**config.mk**
```make
export PLATFORM = sky130hd
export DESIGN_NAME = email_address_validator
export DESIGN_NICKNAME = d
export VERILOG_FILES = /design/src/sv/eav_pkg.sv /design/src/sv/email_address_validator.sv
export SDC_FILE = /design/constraint.sdc
export NUM_CORES = 1
export LEC_CHECK = 0
export ABC_AREA = 1
export BUFFER_PORTS_ARGS = -buffer_cell sky130_fd_sc_hd__buf_4
export CAP_MARGIN = 20
export CORE_UTILIZATION = 60
export CTS_BUF_LIST = sky130_fd_sc_hd__clkbuf_2 sky130_fd_sc_hd__clkbuf_4 sky130_fd_sc_hd__clkbuf_8
export CTS_CLUSTER_DIAMETER = 60
export DETAILED_ROUTE_END_ITERATION = 12
export HOLD_SLACK_MARGIN = 0.02
export MAX_ROUTING_LAYER = met4
export PLACE_DENSITY = 0.89
export SKIP_LAST_GASP = 1
export SLEW_MARGIN = 20
export SYNTH_ARGS = -nofsm -noshare
export SYNTH_HDL_FRONTEND = slang
export SYNTH_SLANG_ARGS = --single-unit
```
**constraint.sdc**
```tcl
create_clock -name clk -period 6.8 [get_ports clk]
set_input_delay 1.02 -clock clk [delete_from_list [all_inputs] [get_ports clk]]
set_output_delay 1.02 -clock clk [all_outputs]
set_load 0.05 [all_outputs]
```
**src/sv/eav_pkg.sv**
```systemverilog
// Shared types, codes and character classes for the email address validator.
// No dependencies; used by email_address_validator.
`timescale 1ns / 1ps
`default_nettype none

package eav_pkg;

    // Register file
    localparam int CFG_INDEX_WIDTH = 2;
    localparam int CFG_DATA_WIDTH  = 8;
    localparam logic [CFG_INDEX_WIDTH-1:0] REG_MAX_NAME_LENGTH   = 2'd0;
    localparam logic [CFG_INDEX_WIDTH-1:0] REG_MAX_DOMAIN_LENGTH = 2'd1;
    localparam logic [7:0] MAX_NAME_LENGTH_RESET   = 8'd64;
    localparam logic [7:0] MAX_DOMAIN_LENGTH_RESET = 8'd63;

    // Part lengths saturate at this value
    localparam logic [7:0] COUNT_MAX = 8'hFF;

    localparam logic [7:0] CHAR_AT  = 8'h40;
    localparam logic [7:0] CHAR_DOT = 8'h2E;

    // Result codes, first failure wins in this order
    typedef enum logic [2:0] {
        ERR_OK           = 3'd0,
        ERR_NAME_LENGTH  = 3'd1,
        ERR_NAME_CHARS   = 3'd2,
        ERR_NAME_DOTS    = 3'd3,
        ERR_DOMAIN_LENGTH = 3'd4,
        ERR_DOMAIN_CHARS = 3'd5,
        ERR_DOMAIN_DOTS  = 3'd6
    } err_t;

    // Letters, digits, dash and dot
    function automatic logic is_domain_char(input logic [7:0] c);
        logic ok;
        ok = ((c >= 8'h61) && (c <= 8'h7A))
          || ((c >= 8'h41) && (c <= 8'h5A))
          || ((c >= 8'h30) && (c <= 8'h39))
          || (c == 8'h2D) || (c == CHAR_DOT);
        return ok;
    endfunction

    // Domain set plus the printable specials allowed in a local name
    function automatic logic is_name_char(input logic [7:0] c);
        logic ok;
        ok = is_domain_char(c)
          || (c == 8'h21) || (c == 8'h23) || (c == 8'h24) || (c == 8'h25)
          || (c == 8'h26) || (c == 8'h27) || (c == 8'h2A) || (c == 8'h2B)
          || (c == 8'h2F) || (c == 8'h3D) || (c == 8'h3F) || (c == 8'h5E)
          || (c == 8'h5F) || (c == 8'h60) || (c == 8'h7B) || (c == 8'h7C)
          || (c == 8'h7D) || (c == 8'h7E);
        return ok;
    endfunction

endpackage

`default_nettype wire

```
**src/sv/email_address_validator.sv**
```systemverilog
// Email address syntax checker, one byte per word, one code per address.
// Depends on eav_pkg for codes, register indexes and character classes.
//
//   channel | direction | handshake            | payload
//   --------+-----------+----------------------+-------------------------
//   in      | sink      | in_valid / in_ready  | char_code, no_char, last
//   out     | source    | out_valid / out_ready| error_code
//   cfg     | sink      | cfg_write            | cfg_index, cfg_data
//
// One input word per cycle; the code of an address shows at out_valid in the
// cycle after its last word is taken. The per-part flags and counters update
// in the cycle a word is accepted; the code is set by one prioritized compare.
// in_ready drops only while a code sits in the output register and out_ready
// is low. Reset clears all flags and counts and loads the default lengths.
`timescale 1ns / 1ps
`default_nettype none

module email_address_validator (
    input  wire logic                                clk,
    input  wire logic                                rst_n,
    input  wire logic                                in_valid,
    output logic                                     in_ready,
    input  wire logic [7:0]                          char_code,
    input  wire logic                                no_char,
    input  wire logic                                last,
    output logic                                     out_valid,
    input  wire logic                                out_ready,
    output logic [2:0]                               error_code,
    input  wire logic                                cfg_write,
    input  wire logic [eav_pkg::CFG_INDEX_WIDTH-1:0] cfg_index,
    input  wire logic [eav_pkg::CFG_DATA_WIDTH-1:0]  cfg_data
);

    logic [7:0]    max_name_reg;
    logic [7:0]    max_domain_reg;

    logic          seen_at_reg;
    logic [7:0]    name_count_reg;
    logic [7:0]    domain_count_reg;
    logic          name_bad_reg;
    logic          domain_bad_reg;
    logic          name_dot_reg;
    logic          domain_dot_reg;
    logic          prev_dot_reg;

    logic          seen_at_next;
    logic [7:0]    name_count_next;
    logic [7:0]    domain_count_next;
    logic          name_bad_next;
    logic          domain_bad_next;
    logic          name_dot_next;
    logic          domain_dot_next;
    logic          prev_dot_next;

    logic          out_valid_reg;
    eav_pkg::err_t error_code_reg;
    eav_pkg::err_t error_code_next;

    logic          in_fire;
    logic          is_dot;
    logic          is_at;

    // Stall input only while a code waits and is not being taken
    assign in_ready   = !out_valid_reg || out_ready;
    assign in_fire    = in_valid && in_ready;
    assign out_valid  = out_valid_reg;
    assign error_code = error_code_reg;

    assign is_dot = (char_code == eav_pkg::CHAR_DOT);
    assign is_at  = (char_code == eav_pkg::CHAR_AT);

    // Fold one byte into the part it belongs to
    always_comb
    begin
        seen_at_next      = seen_at_reg;
        name_count_next   = name_count_reg;
        domain_count_next = domain_count_reg;
        name_bad_next     = name_bad_reg;
        domain_bad_next   = domain_bad_reg;
        name_dot_next     = name_dot_reg;
        domain_dot_next   = domain_dot_reg;
        prev_dot_next     = prev_dot_reg;
        if (!no_char)
        begin
            if (!seen_at_reg)
            begin
                if (is_at)
                begin
                    name_dot_next = name_dot_reg || prev_dot_reg;
                    seen_at_next  = 1'b1;
                    prev_dot_next = 1'b0;
                end
                else
                begin
                    name_bad_next = name_bad_reg || !eav_pkg::is_name_char(char_code);
                    name_dot_next = name_dot_reg || (is_dot &&
                                    ((name_count_reg == 8'd0) || prev_dot_reg));
                    if (name_count_reg != eav_pkg::COUNT_MAX)
                    begin
                        name_count_next = name_count_reg + 8'd1;
                    end
                    prev_dot_next = is_dot;
                end
            end
            else
            begin
                domain_bad_next = domain_bad_reg || !eav_pkg::is_domain_char(char_code);
                domain_dot_next = domain_dot_reg || (is_dot &&
                                  ((domain_count_reg == 8'd0) || prev_dot_reg));
                if (domain_count_reg != eav_pkg::COUNT_MAX)
                begin
                    domain_count_next = domain_count_reg + 8'd1;
                end
                prev_dot_next = is_dot;
            end
        end
    end

    // Pick the first failing check; a trailing dot faults the open part
    always_comb
    begin
        priority if ((name_count_next == 8'd0) || (name_count_next > max_name_reg))
        begin
            error_code_next = eav_pkg::ERR_NAME_LENGTH;
        end
        else if (name_bad_next)
        begin
            error_code_next = eav_pkg::ERR_NAME_CHARS;
        end
        else if (name_dot_next || (prev_dot_next && !seen_at_next))
        begin
            error_code_next = eav_pkg::ERR_NAME_DOTS;
        end
        else if ((domain_count_next == 8'd0) || (domain_count_next > max_domain_reg))
        begin
            error_code_next = eav_pkg::ERR_DOMAIN_LENGTH;
        end
        else if (domain_bad_next)
        begin
            error_code_next = eav_pkg::ERR_DOMAIN_CHARS;
        end
        else if (domain_dot_next || (prev_dot_next && seen_at_next))
        begin
            error_code_next = eav_pkg::ERR_DOMAIN_DOTS;
        end
        else
        begin
            error_code_next = eav_pkg::ERR_OK;
        end
    end

    // Hold length limits
    always_ff @(posedge clk or negedge rst_n)
    begin
        if (!rst_n)
        begin
            max_name_reg   <= eav_pkg::MAX_NAME_LENGTH_RESET;
            max_domain_reg <= eav_pkg::MAX_DOMAIN_LENGTH_RESET;
        end
        else if (cfg_write)
        begin
            if (cfg_index == eav_pkg::REG_MAX_NAME_LENGTH)
            begin
                max_name_reg <= cfg_data;
            end
            if (cfg_index == eav_pkg::REG_MAX_DOMAIN_LENGTH)
            begin
                max_domain_reg <= cfg_data;
            end
        end
    end

    // Advance part state; drop it after the last word
    always_ff @(posedge clk or negedge rst_n)
    begin
        if (!rst_n)
        begin
            seen_at_reg      <= 1'b0;
            name_count_reg   <= 8'd0;
            domain_count_reg <= 8'd0;
            name_bad_reg     <= 1'b0;
            domain_bad_reg   <= 1'b0;
            name_dot_reg     <= 1'b0;
            domain_dot_reg   <= 1'b0;
            prev_dot_reg     <= 1'b0;
        end
        else if (in_fire)
        begin
            if (last)
            begin
                seen_at_reg      <= 1'b0;
                name_count_reg   <= 8'd0;
                domain_count_reg <= 8'd0;
                name_bad_reg     <= 1'b0;
                domain_bad_reg   <= 1'b0;
                name_dot_reg     <= 1'b0;
                domain_dot_reg   <= 1'b0;
                prev_dot_reg     <= 1'b0;
            end
            else
            begin
                seen_at_reg      <= seen_at_next;
                name_count_reg   <= name_count_next;
                domain_count_reg <= domain_count_next;
                name_bad_reg     <= name_bad_next;
                domain_bad_reg   <= domain_bad_next;
                name_dot_reg     <= name_dot_next;
                domain_dot_reg   <= domain_dot_next;
                prev_dot_reg     <= prev_dot_next;
            end
        end
    end

    // Output word register
    always_ff @(posedge clk or negedge rst_n)
    begin
        if (!rst_n)
        begin
            out_valid_reg <= 1'b0;
        end
        else if (in_fire && last)
        begin
            out_valid_reg <= 1'b1;
        end
        else if (out_ready)
        begin
            out_valid_reg <= 1'b0;
        end
    end

    always_ff @(posedge clk)
    begin
        if (in_fire && last)
        begin
            error_code_reg <= error_code_next;
        end
    end

    // A finished address leaves no state behind
    a_clear_after_last: assert property (@(posedge clk) disable iff (!rst_n)
        in_fire && last |=> !seen_at_reg && (name_count_reg == 8'd0)
                            && (domain_count_reg == 8'd0) && !prev_dot_reg)
        else $error("part state not cleared after last word");

    // Words that are not last never raise a code
    a_no_code_midway: assert property (@(posedge clk) disable iff (!rst_n)
        in_fire && !last |=> !out_valid_reg || $past(out_valid_reg))
        else $error("code raised by a word that is not last");

    // An empty open part cannot end in a dot
    a_empty_part_no_dot: assert property (@(posedge clk) disable iff (!rst_n)
        (!seen_at_reg && (name_count_reg == 8'd0))
        || (seen_at_reg && (domain_count_reg == 8'd0)) |-> !prev_dot_reg)
        else $error("dot flag set on an empty part");

    // A held code is never overwritten before it is taken
    a_no_overrun: assert property (@(posedge clk) disable iff (!rst_n)
        out_valid_reg && !out_ready |-> !in_fire)
        else $error("input taken while output word is stalled");

endmodule

`default_nettype wire
```
==> summary.md <==
| Metric | Value |
|---|---|
| Result of the run | `complete, no violations` |
| Post-detailed-route DRC marker count | `0` |
| Highest clock frequency the design can meet | `327 MHz` |
| Clock tree skew after final layout | `11.4 ps` |
| CTS clk-pin slew, worst paths | `90 ps` |
| Number of search-and-repair iterations in the first detailed-routing pass | `5` |
| Fraction of post-synthesis cell area in the top cell type by area | `24.8%` |
| First-pass GRT wire length | `12200 µm` |
| Number of synthesized register bits | `42` |
| Count of vias placed by the detailed router | `3051` |
| Transition time at the pin with the least slew margin | `570 ps` |
| Main combinational cell family by area after synthesis | `simple AND/OR/NAND/NOR gates` |
| Unrepaired setup endpoints after global routing | `false` |
| CTS tree | `done` |
| RD Place Congestion | `0.943` |
| Syn Nets | `498` |
| Max-cap violations | `0` |
| Nets@finish | `529` |
| Kind of end point of the critical path | `register` |
| Total routing usage reported by global routing | `29.3%` |
| Layout fillers | `446` |
| Number of buffers created by CTS | `5` |
| Netlist area before placement | `3230 µm²` |
| Arithmetic-cell share of the synthesized area counting full adders, half adders and majority gates | `7.75%` |
| Power density over cell area | `167 nW/µm²` |
| Total inserted antenna cells | `0` |
| Fin util | `69.9%` |
| Count of pins on the block boundary | `30` |
| Number of antenna violations at the first check in global routing | `0` |
| H-tree levels | `2` |
| Count of endpoints failing hold in the final timing report | `0` |
| Post-placement setup slack | `3490 ps` |
| Critical path class | `input pin to register` |
| Maximum fanout encountered on the critical timing path | `7` |
| Resize count post-CTS | `0` |
| Max Buffers Root-to-Sink | `2` |
| Async S/R FF share, synth | `92.9%` |
| Commonest cells in the synthesized netlist | `106 x nand2_1, 80 x inv_1, 34 x nand3_1` |
| Final Setup Violations | `0` |
| Required time of the worst setup path | `6870 ps` |
| Number of standard cells after synthesis | `453` |
| Cells taking the most area after synthesis | `dfrtp_1 25%, nand2_1 12%, inv_1 9.3%` |
| # hold bufs at CTS | `0` |
| Number of port buffers | `29` |
| Average footprint of a synthesized cell | `7.13 µm²` |
| Data arrival time of the worst path | `3130 ps` |
| Count of cell types in the netlist | `34` |
| Slew margin rel. | `62.0%` |
| Hpwl dp | `5590 µm` |
| Die Ht | `75.4 µm` |
| Antenna violation net count after detailed routing | `0` |
| Core outline area | `5140 µm²` |
| Final Max Slew Viols | `0` |
| Largest voltage drop on the vdd net | `0.103 mV` |
| Die area | `5680 µm²` |
| Starting Density | `62.8%` |
| Warnings from Yosys | `0` |
| Worst hold path type | `register to register` |
| Via count of the first global-routing pass | `2841` |
| Worst hold slack | `489 ps` |
| Clock sink count | `42` |
| Starting DRT DRC Count | `297` |
| Clock root buffer master | `clkbuf_8` |
| Post-synthesis sequential area ratio | `33.3%` |
| Ys flop type | `dfrtp_1` |
| Proportion of layout cells with a drive suffix above 1 | `20.2%` |
| Most frequently used cell type in the post-synthesis netlist | `nand2_1` |
| Number of setup buffers added after CTS | `0` |
| Post-Route WL | `7330 µm` |
| Min setup slack post-route | `3740 ps` |
| Layout overhead on the synthesized area | `11.2%` |
| Share of synthesized cell area in and, or, nand and nor gates | `36.8%` |
| Setup TNS | `0 ps` |
| Overflow left after global routing | `0` |
| Die width | `75.4 µm` |
| Cell type contributing the most total cell area after synthesis | `dfrtp_1` |
| FP Rows | `26` |
| Time the final worst path needs with I/O delays and setup | `3060 ps` |
| EDFF count, synth | `3` |
| CP Launch Type | `input pin` |
| Clock Latency Late Sink | `310 ps` |
| Tcrit/Tclk final | `45.0%` |
| Fraction of synthesized area in multiplexers | `0%` |
| Xor and xnor fraction of the mapped netlist area | `0%` |
| Vias per inst | `5.50` |
| Average wire per cell in the routed design | `13.2 µm` |
| Leakage power summed over all cells | `0.00189 µW` |
| Compound-cell area share of the yosys netlist | `11.0%` |
| Largest net degree at the start of global routing | `40` |
==> kinds of logic after synthesis <==
| family | count (synthesis) |
|---|---|
| AND/OR/NAND/NOR | 233 |
| buffers and inverters | 94 |
| adder cells (fa/ha/maj) | 20 |
| flip-flops | 42 |
| AO/OA/AOI/OAI | 64 |
==> final cells by class <==
type | count | area (µm²) | share of cell area (%)
clock buffer | 6 | 76.3 | 2.13
multi-input combinational | 317 | 1790 | 49.9
tap | 70 | 87.6 | 2.44
inverter | 89 | 334 | 9.30
clock inverter | 2 | 8.76 | 0.244
sequential | 42 | 1070 | 29.9
timing repair buffer | 29 | 218 | 6.06
==> placed cells by master, fill, tap and decap left out, types with 2 or more instances in the layout <==
master    netlist  final
inv_2           8      8
a211oi_1        3      3
clkbuf_8        0      5
o21ai_0        28     28
a21oi_1        15     15
nand2_2        19     19
dfstp_2         7      7
nor3_1          6      6
nand2_1       106    106
clkinv_1        1      2
buf_4           0     29
nand2_4         6      6
o22ai_1        14     14
edfxtp_1        3      3
nand3_1        34     34
nor2_8          2      2
dfrtp_1        32     32
nand4_1         8      8
o211ai_1        2      2
nand3_2         3      3
inv_1          80     80
nand3b_1        2      2
nor2_4          4      4
nor2_1         29     29
ha_1           20     20
nor2_2          9      9
==> metal layers <==
layer / share of wire (%) / up-vias / GRT usage (%)
li1: - / 1512 / -
met1: 43 / 1407 / 35.2
met2: 49 / 119 / 49.2
met3: 6.3 / 13 / 5.56
met4: 1.4 / 0 / 10.9
met5: 0 / - / -
==> final timing paths <==
check	from	to	slack [ps]	cells after the start
worst max-delay path	no_char	error_code[2]$_SDFFCE_PP0P_	3740	15
worst min-delay path	max_name_reg[1]$_DFFE_PN0P_	max_name_reg[1]$_DFFE_PN0P_	490	2
worst max register to register	name_count_reg[1]$_DFFE_PN0P_	error_code[0]$_SDFFCE_PP1P_	4120	19
worst min register to register	max_name_reg[1]$_DFFE_PN0P_	max_name_reg[1]$_DFFE_PN0P_	490	2
max in group asynchronous	rst_n	max_domain_reg[5]$_DFFE_PN1P_	5730	1
min in group asynchronous	rst_n	name_dot_reg$_DFFE_PN0P_	680	1
==> worst max-delay path: stages <==
cell     delay [ps]
buf_4           110
inv_2           100
nand2_2         130
nor2_2          200
nand2_1          80
o21ai_1         160
nand2_1         120
ha_1            310
nand2_1          80
nor2_1          150
nand3_1          90
o21ai_0         310
nand2_1          90
nor2_1          120
nor2_1           70
==> where the power goes <==
part	internal [µW]	total [µW]	leakage [µW]	switching (µW)
clock	74.7	162	0.0000460	87.3
combinational	53.5	146	0.00131	92.9
sequential	280	293	0.000531	13.4
total	408	601	0.00189	194
==> metrics by stage <==
step                      power, µW  cells  cell area (µm²)
after global placement          436    547             3510
final                           601    555             3590
after global routing            639    555             3590
after detailed placement        442    547             3510
after CTS                       605    555             3590
after floorplan                 393    453             3230
No activity file was read; power rests on OpenSTA's default activity.
